[src/hdl/pls_pkg.sv]
package pls_pkg;

  // Default sizes
  localparam int DEF_CAPACITY   = 16;
  localparam int DEF_DATA_WIDTH = 32;

  // Field widths fixed by the port list
  localparam int CMD_W    = 3;
  localparam int POS_W    = 5;
  localparam int VALUE_W  = 32;
  localparam int STATUS_W = 2;
  localparam int FOUND_W  = 4;
  localparam int COUNT_W  = 5;

  // Request commands
  localparam logic [CMD_W-1:0] CMD_PUSH_TAIL = 3'd0;
  localparam logic [CMD_W-1:0] CMD_PUSH_HEAD = 3'd1;
  localparam logic [CMD_W-1:0] CMD_POP_TAIL  = 3'd2;
  localparam logic [CMD_W-1:0] CMD_POP_HEAD  = 3'd3;
  localparam logic [CMD_W-1:0] CMD_INSERT    = 3'd4;
  localparam logic [CMD_W-1:0] CMD_ERASE     = 3'd5;
  localparam logic [CMD_W-1:0] CMD_FIND      = 3'd6;

  // Response status codes
  localparam logic [STATUS_W-1:0] ST_DONE = 2'd0;
  localparam logic [STATUS_W-1:0] ST_FULL = 2'd1;
  localparam logic [STATUS_W-1:0] ST_BAD  = 2'd2;
  localparam logic [STATUS_W-1:0] ST_MISS = 2'd3;

  // Per-cycle operation broadcast to every cell
  typedef logic [2:0] cell_op_t;
  localparam cell_op_t CELL_HOLD  = 3'd0;
  localparam cell_op_t CELL_OPEN  = 3'd1;  // shift toward tail, write word at pos
  localparam cell_op_t CELL_CLOSE = 3'd2;  // shift toward head from pos
  localparam cell_op_t CELL_MATCH = 3'd3;  // capture compare flags
  localparam cell_op_t CELL_SCAN  = 3'd4;  // move compare flags toward head

endpackage

[src/hdl/pls_cell.sv]
module pls_cell #(
  parameter int DATA_WIDTH = 32,
  parameter int CNT_W      = 5,
  parameter int IDX_W      = 4,
  parameter int IDX        = 0
) (
  input  logic                  clk,
  input  logic                  rst,
  input  pls_pkg::cell_op_t     op,
  input  logic [IDX_W-1:0]      pos,
  input  logic [CNT_W-1:0]      cnt,
  input  logic [DATA_WIDTH-1:0] word,
  input  logic [DATA_WIDTH-1:0] from_lo,
  input  logic [DATA_WIDTH-1:0] from_hi,
  input  logic                  match_hi,
  output logic [DATA_WIDTH-1:0] entry,
  output logic                  match
);
  import pls_pkg::*;

  localparam logic [IDX_W-1:0] IDX_P = IDX_W'(IDX);
  localparam logic [CNT_W-1:0] IDX_C = CNT_W'(IDX);

  // Stored word: shifts with its neighbors on insert and erase
  always_ff @(posedge clk) begin
    case (op)
      CELL_OPEN: begin
        if (IDX_P > pos) begin
          entry <= from_lo;
        end else if (IDX_P == pos) begin
          entry <= word;
        end
      end
      CELL_CLOSE: begin
        if (IDX_P >= pos) begin
          entry <= from_hi;
        end
      end
      default: begin
        entry <= entry;
      end
    endcase
  end

  // Compare flag: set on an occupied matching slot, then walks toward the head
  always_ff @(posedge clk) begin
    if (rst) begin
      match <= 1'b0;
    end else begin
      case (op)
        CELL_MATCH: match <= (entry == word) && (IDX_C < cnt);
        CELL_SCAN:  match <= match_hi;
        default:    match <= match;
      endcase
    end
  end

endmodule

[src/hdl/positional_list_store_top.sv]
// Positional list store: a dense list of up to CAPACITY words held in a row of
// cells, one word per cell. Insert, erase, push and pop move every word at once,
// so each of these requests is done within its acceptance cycle, and a
// new request can be taken every cycle while the response register is free.
// Find compares all cells in the acceptance cycle, then shifts the match flags
// one cell per cycle toward the head: its response is formed when the flag of
// the first match reaches the head cell, or when the scan reaches the count.
// No request is taken during a find. A response that cannot leave because the
// output is stalled waits in a holding register and blocks new requests until
// it moves out. The list needs no clearing after reset.
module positional_list_store_top #(
  parameter int CAPACITY   = pls_pkg::DEF_CAPACITY,
  parameter int DATA_WIDTH = pls_pkg::DEF_DATA_WIDTH
) (
  input  logic                          clk,
  input  logic                          rst,
  input  logic                          in_valid,
  output logic                          in_ready,
  input  logic [pls_pkg::CMD_W-1:0]     cmd,
  input  logic [pls_pkg::POS_W-1:0]     position,
  input  logic [pls_pkg::VALUE_W-1:0]   value,
  output logic                          out_valid,
  input  logic                          out_ready,
  output logic [pls_pkg::STATUS_W-1:0]  status,
  output logic [pls_pkg::FOUND_W-1:0]   found_index,
  output logic [pls_pkg::COUNT_W-1:0]   count
);
  import pls_pkg::*;

  localparam int CNT_W = $clog2(CAPACITY + 1);
  localparam int IDX_W = $clog2(CAPACITY);
  localparam int CMP_W = (CNT_W > POS_W) ? CNT_W : POS_W;
  localparam logic [CNT_W-1:0] CAP_C = CNT_W'(CAPACITY);

  localparam logic [1:0] S_IDLE = 2'd0;
  localparam logic [1:0] S_SCAN = 2'd1;
  localparam logic [1:0] S_HOLD = 2'd2;

  logic [1:0]       state, state_next;
  logic [CNT_W-1:0] entry_count, count_next;
  logic [CNT_W-1:0] scan_idx, scan_idx_next;

  cell_op_t         cell_op;
  logic [IDX_W-1:0] cell_pos;
  logic [DATA_WIDTH-1:0] word;
  logic [DATA_WIDTH+VALUE_W-1:0] value_ext;

  logic [DATA_WIDTH-1:0] ent    [CAPACITY];
  logic [DATA_WIDTH-1:0] lo_in  [CAPACITY];
  logic [DATA_WIDTH-1:0] hi_in  [CAPACITY];
  logic                  mflag  [CAPACITY];
  logic                  mhi_in [CAPACITY];

  logic [CMP_W-1:0] pos_c, cnt_c, act_pos;
  logic             fin, slot_free;
  logic [STATUS_W-1:0] fin_status, hold_status;
  logic [FOUND_W-1:0]  fin_found, hold_found;
  logic [COUNT_W-1:0]  fin_count, hold_count;
  logic [CNT_W+FOUND_W-1:0] scan_ext;
  logic [CNT_W+COUNT_W-1:0] count_ext;

  assign in_ready  = (state == S_IDLE);
  assign slot_free = !out_valid || out_ready;

  // Keep the low DATA_WIDTH bits of the zero-extended value
  assign value_ext = {{DATA_WIDTH{1'b0}}, value};
  assign word      = value_ext[DATA_WIDTH-1:0];

  assign pos_c = CMP_W'(position);
  assign cnt_c = CMP_W'(entry_count);

  // Target position of the current request
  always_comb begin
    case (cmd)
      CMD_PUSH_TAIL: act_pos = cnt_c;
      CMD_INSERT,
      CMD_ERASE:     act_pos = pos_c;
      default:       act_pos = '0;
    endcase
  end

  assign cell_pos  = act_pos[IDX_W-1:0];
  assign scan_ext  = {{FOUND_W{1'b0}}, scan_idx};
  assign count_ext = {{COUNT_W{1'b0}}, count_next};
  assign fin_count = count_ext[COUNT_W-1:0];

  // Request decode and find sequencing
  always_comb begin
    cell_op       = CELL_HOLD;
    fin           = 1'b0;
    fin_status    = ST_BAD;
    fin_found     = '0;
    count_next    = entry_count;
    scan_idx_next = scan_idx;
    state_next    = state;
    case (state)
      S_IDLE: begin
        if (in_valid) begin
          fin = 1'b1;
          case (cmd)
            CMD_PUSH_TAIL,
            CMD_PUSH_HEAD,
            CMD_INSERT: begin
              if (act_pos > cnt_c) begin
                fin_status = ST_BAD;
              end else if (entry_count == CAP_C) begin
                fin_status = ST_FULL;
              end else begin
                fin_status = ST_DONE;
                cell_op    = CELL_OPEN;
                count_next = entry_count + CNT_W'(1);
              end
            end
            CMD_POP_TAIL,
            CMD_POP_HEAD,
            CMD_ERASE: begin
              if (act_pos < cnt_c) begin
                fin_status = ST_DONE;
                count_next = entry_count - CNT_W'(1);
                if (cmd != CMD_POP_TAIL) begin
                  cell_op = CELL_CLOSE;
                end
              end
            end
            CMD_FIND: begin
              fin           = 1'b0;
              cell_op       = CELL_MATCH;
              scan_idx_next = '0;
              state_next    = S_SCAN;
            end
            default: begin
              fin_status = ST_BAD;
            end
          endcase
        end
      end
      S_SCAN: begin
        if (scan_idx == entry_count) begin
          fin        = 1'b1;
          fin_status = ST_MISS;
        end else if (mflag[0]) begin
          fin        = 1'b1;
          fin_status = ST_DONE;
          fin_found  = scan_ext[FOUND_W-1:0];
        end else begin
          cell_op       = CELL_SCAN;
          scan_idx_next = scan_idx + CNT_W'(1);
        end
      end
      S_HOLD: begin
        if (slot_free) begin
          state_next = S_IDLE;
        end
      end
      default: begin
        state_next = S_IDLE;
      end
    endcase
    if (fin) begin
      state_next = slot_free ? S_IDLE : S_HOLD;
    end
  end

  // Control registers
  always_ff @(posedge clk) begin
    if (rst) begin
      state       <= S_IDLE;
      entry_count <= '0;
      scan_idx    <= '0;
    end else begin
      state       <= state_next;
      entry_count <= count_next;
      scan_idx    <= scan_idx_next;
    end
  end

  // Response register valid
  always_ff @(posedge clk) begin
    if (rst) begin
      out_valid <= 1'b0;
    end else if ((fin || state == S_HOLD) && slot_free) begin
      out_valid <= 1'b1;
    end else if (out_ready) begin
      out_valid <= 1'b0;
    end
  end

  // Response payload and holding register
  always_ff @(posedge clk) begin
    if (fin && slot_free) begin
      status      <= fin_status;
      found_index <= fin_found;
      count       <= fin_count;
    end else if (state == S_HOLD && slot_free) begin
      status      <= hold_status;
      found_index <= hold_found;
      count       <= hold_count;
    end
    if (fin && !slot_free) begin
      hold_status <= fin_status;
      hold_found  <= fin_found;
      hold_count  <= fin_count;
    end
  end

  // Row of cells, each inner cell wired to its two neighbors, each end cell to one
  for (genvar g = 0; g < CAPACITY; g++) begin : g_cell
    if (g == 0) begin : g_head
      assign lo_in[g] = word;
    end else begin : g_mid_lo
      assign lo_in[g] = ent[g-1];
    end
    if (g == CAPACITY - 1) begin : g_tail
      assign hi_in[g]  = ent[g];
      assign mhi_in[g] = 1'b0;
    end else begin : g_mid_hi
      assign hi_in[g]  = ent[g+1];
      assign mhi_in[g] = mflag[g+1];
    end

    pls_cell #(
      .DATA_WIDTH (DATA_WIDTH),
      .CNT_W      (CNT_W),
      .IDX_W      (IDX_W),
      .IDX        (g)
    ) u_cell (
      .clk      (clk),
      .rst      (rst),
      .op       (cell_op),
      .pos      (cell_pos),
      .cnt      (entry_count),
      .word     (word),
      .from_lo  (lo_in[g]),
      .from_hi  (hi_in[g]),
      .match_hi (mhi_in[g]),
      .entry    (ent[g]),
      .match    (mflag[g])
    );
  end

endmodule

[config.mk]
export PLATFORM = sky130hd
export DESIGN_NAME = positional_list_store_top
export DESIGN_NICKNAME = d
export VERILOG_FILES = /design/src/hdl/pls_pkg.sv /design/src/hdl/pls_cell.sv /design/src/hdl/positional_list_store_top.sv
export SDC_FILE = /design/constraint.sdc
export NUM_CORES = 2
export LEC_CHECK = 0
export BUFFER_PORTS_ARGS = -buffer_cell sky130_fd_sc_hd__buf_2
export CAP_MARGIN = 20
export CORE_MARGIN = 2
export CORE_UTILIZATION = 60
export CTS_BUF_LIST = sky130_fd_sc_hd__clkbuf_4 sky130_fd_sc_hd__clkbuf_8
export CTS_CLUSTER_SIZE = 30
export DETAILED_ROUTE_END_ITERATION = 8
export PLACE_DENSITY = 0.82
export SYNTH_ARGS = -nofsm -noshare
export SYNTH_HDL_FRONTEND = slang
export SYNTH_SLANG_ARGS = --single-unit
[constraint.sdc]
create_clock -name clk -period 15.3 [get_ports clk]
set_input_delay 3.06 -clock clk [delete_from_list [all_inputs] [get_ports clk]]
set_output_delay 3.06 -clock clk [all_outputs]
set_load 0.05 [all_outputs]
==> impl_results.md <==
- P_sw: 0.00150 W
- MaxCap Viol Count: 0
- Worst Skew: 0.0488 ns
- Die Height: 244 um
- Pre-CTS setup slack: approximately 6.5 ns
- FILL cells: around 4300
- Yosys cell types: between 60 and 70
- Final HPWL DP: 73200 um
- Detailed router's first-iteration violation count: 4424
- I/O pin count: 57
- Starting Density: 60.9%
- CTS tree: yes
- FMAX: 121 MHz
- Die ar.: 59400 um2
- Slew @ Worst Pin: about 1.2 ns
- First-pass GRT wire length: 159000 um
- Drt first pass iters: 7
- Final core utilization: 65.5%
- Core ar.: 56600 um2
- Fin. Hold Viols: 0
- Worst r2r path cells: 13
- Pwr dens: 124 nW/um2
- DRT antenna net count: 0
- Layout cells sized above 1: roughly 12%
- GRT Util Overall: 35.7%
- Yosys reg bits: about 560
- Drt wl/cell: about 27 um
- Hold path cells: 2
- WP data arrival: 8.72 ns
- Synthesized netlist cell count: 3240
- DRC: 0
- Clk buf depth: 3
- Clock sink count: 563
- RSZ-0062 raised after global routing: false
- Final setup vio count: 0
- Post-CTS Setup Bufs: 0
- Ys async rst share: 0%
- IO Port Bufs: 56
- Placed Area: between 30000 and 40000 um2
- Pleak: 13.7 nW
- Period utilization: 54.0%
- Antenna violations before repair: 4
- CP Data Required Time: around 16 ns
- Worst hold path type: reg2reg
- Aggregate global routing overflow: 0
- CP Launch Type: input pin
- Internal: 0.00309 W
- Final worst path period need: 8.26 ns
- Htree depth: 3
- Post-synthesis sequential area ratio: 48.2%
- # hold bufs at CTS: 0
- Clock transition at the registers of the reported paths: approximately 0.060 ns
- Synthesis warning total: 0
- Setup crit end kind: register
- Clk_lat worst skew: 0.73 ns
- Final Cell Area: 37100 um2
- Post-synth EDFFs: approximately 530
- Synthesized net count: roughly 3300
- Slew Viols, Final: 0
- Avg Cell Area, Syn: 10.6 um2
- Register area: 16600 um2
- Main synth FF type: edfxtp_1
- DR vias/cell: 6.62
- Slew headroom: 21.4%
- Post-CTS sizing: 0
- Cell Area, Synth: 34500 um2
- Largest net degree at the start of global routing: about 200
- Placement Rows: 87
- Clk root buf: clkbuf_8
- Clock power share: 30.5%
- Die X: 244 um
- Status: complete, no violations
- Vias: roughly 27000
- GPL Wtd Cong: 0.989
- Final Power: 0.00459 W
- Area Overhead vs Synth: 7.58%
- Final setup margin: 7.04 ns
- Sum Neg Setup Slack: 0 ns
- Vias in the first global route: 25272
- Switching Fraction: 32.6%
- Sequential share of power: 48.6%
- Critical path type: in2reg
- # nets final: 3221
- Total clock buffers created by CTS: 93
- Peak VDD IR: 0.0683 mV
- Combinational Power Share: 20.9%
- Drt total wl: about 110000 um
- Multi-input gate area: 16600 um2
- Crit Path Max Fanout: 108
==> power groups by stage <==
stage	clock network, W	registers [W]	logic, W
2_1_floorplan	0	0.00216	0.000665
3_3_place_gp	0	0.00224	0.000897
3_5_place_dp	0	0.00224	0.000931
4_1_cts	0.00140	0.00221	0.000937
5_1_grt	0.00147	0.00224	0.00102
6_report	0.00140	0.00223	0.000957
==> cells by family (layout without fill, tap and decap cells) <==
group,after synthesis,count (layout),synth area share (%)
AOI/OAI and AO/OA,554,554,8.77
muxes,525,525,15.5
adders and majority gates,8,8,0.290
xor gates and xnor gates,525,525,13.3
other,0,2,0
buffers and inverters,313,322,4.05
DFF,563,563,48.2
and+or+nand+nor,752,752,9.85
==> cell type report <==
cell class	instances	share of cell area, %
Antenna cell	2	0.0135
Sequential cell	563	44.8
Inverter	12	0.135
Tap cell	756	2.55
Clock inverter	33	0.482
Timing Repair Buffer	135	2.53
Multi-Input combinational cell	2364	44.8
Clock buffer	142	4.73
==> stage by stage <==
step / cells / hold slack (ns)
floorplan: 3240 / 0.432
global placement: 3827 / 0.441
detailed placement: 3828 / 0.458
CTS: 4003 / 0.465
global route: 4006 / 0.486
finish: 4007 / 0.461
==> flip-flops by register name, indices dropped and copies added, names as in the netlist <==
register             count
found_index              4
g_cell.u_cell.entry    512
hold_status              2
g_cell.u_cell.match     16
hold_count               5
hold_found               4
out_valid                1
count                    5
state                    2
cnt_c                    5
status                   2
scan_idx                 5
==> path summary, 6_finish.rpt <==
check                           slack (ns)               startpoint                    endpoint
worst max register to register        9.08                 cnt_c[3]  g_cell[0].u_cell.entry[12]
worst max-delay path                  7.04                   cmd[2]  g_cell[0].u_cell.entry[12]
worst min-delay path                  0.46  g_cell[15].u_cell.match     g_cell[15].u_cell.match
worst min register to register        0.46  g_cell[15].u_cell.match     g_cell[15].u_cell.match
==> critical path, stage by stage <==
cell and delay [ns]:
buf_2 0.29, or3b_1 0.17, a21o_2 0.86, inv_6 0.15, ha_1 0.36, and3_1 0.21, a221oi_2 0.37, o21ai_2 0.23
nor2_4 0.14, buf_4 0.56, buf_4 0.87, buf_4 0.90, mux2_2 0.42
==> routing by layer <==
layer | vias to the layer above | track usage [%] | share of wire, % | wire length, um
li1 | 11459 | - | - | -
met1 | 12616 | 48.9 | 37 | 39600
met2 | 2062 | 51.6 | 42 | 45500
met3 | 391 | 10.7 | 15 | 16300
met4 | 2 | 17.9 | 5.6 | 5970
met5 | - | 0.327 | 0.012 | 13
==> layout by cell type, fill, tap and decap left out, types with 68 or more instances in the layout <==
cell      instances
mux2i_1         452
o21ai_1          72
xnor2_1         300
clkbuf_8        110
o21ai_0         381
buf_4            75
nand2_1         486
mux2_2           68
nor4_1           69
nand4_1          91
edfxtp_1        534
xor2_1          225
==> cell usage after synthesis (4+ instances only) <==
master    number  area share (%)
clkbuf_1     154             1.7
buf_6          6            0.20
o211ai_1      18            0.39
inv_1          9           0.098
mux2i_1      452              13
dfxtp_1       29             1.7
edfxtp_1     534              47
a21o_1         6            0.13
ha_1           8            0.29
o21ai_0      381             5.5
nand4_1       91             1.7
nor3_1        16            0.23
buf_2         99             1.4
a21oi_1       23            0.33
buf_4         13            0.28
nor4_1        69             1.3
mux2_2        68             2.2
a211oi_1       4           0.087
or3b_1         4            0.10
xnor2_1      300             7.6
nand2_1      486             5.3
nand3_1       17            0.25
mux2_1         5            0.16
buf_1         29            0.32
xor2_1       225             5.7
o21ai_1       72             1.0
a31oi_1       19            0.34
nor2_1        34            0.37
and2_1         7            0.13
nor2b_1       11            0.20
(Power assumes the default switching activity.)
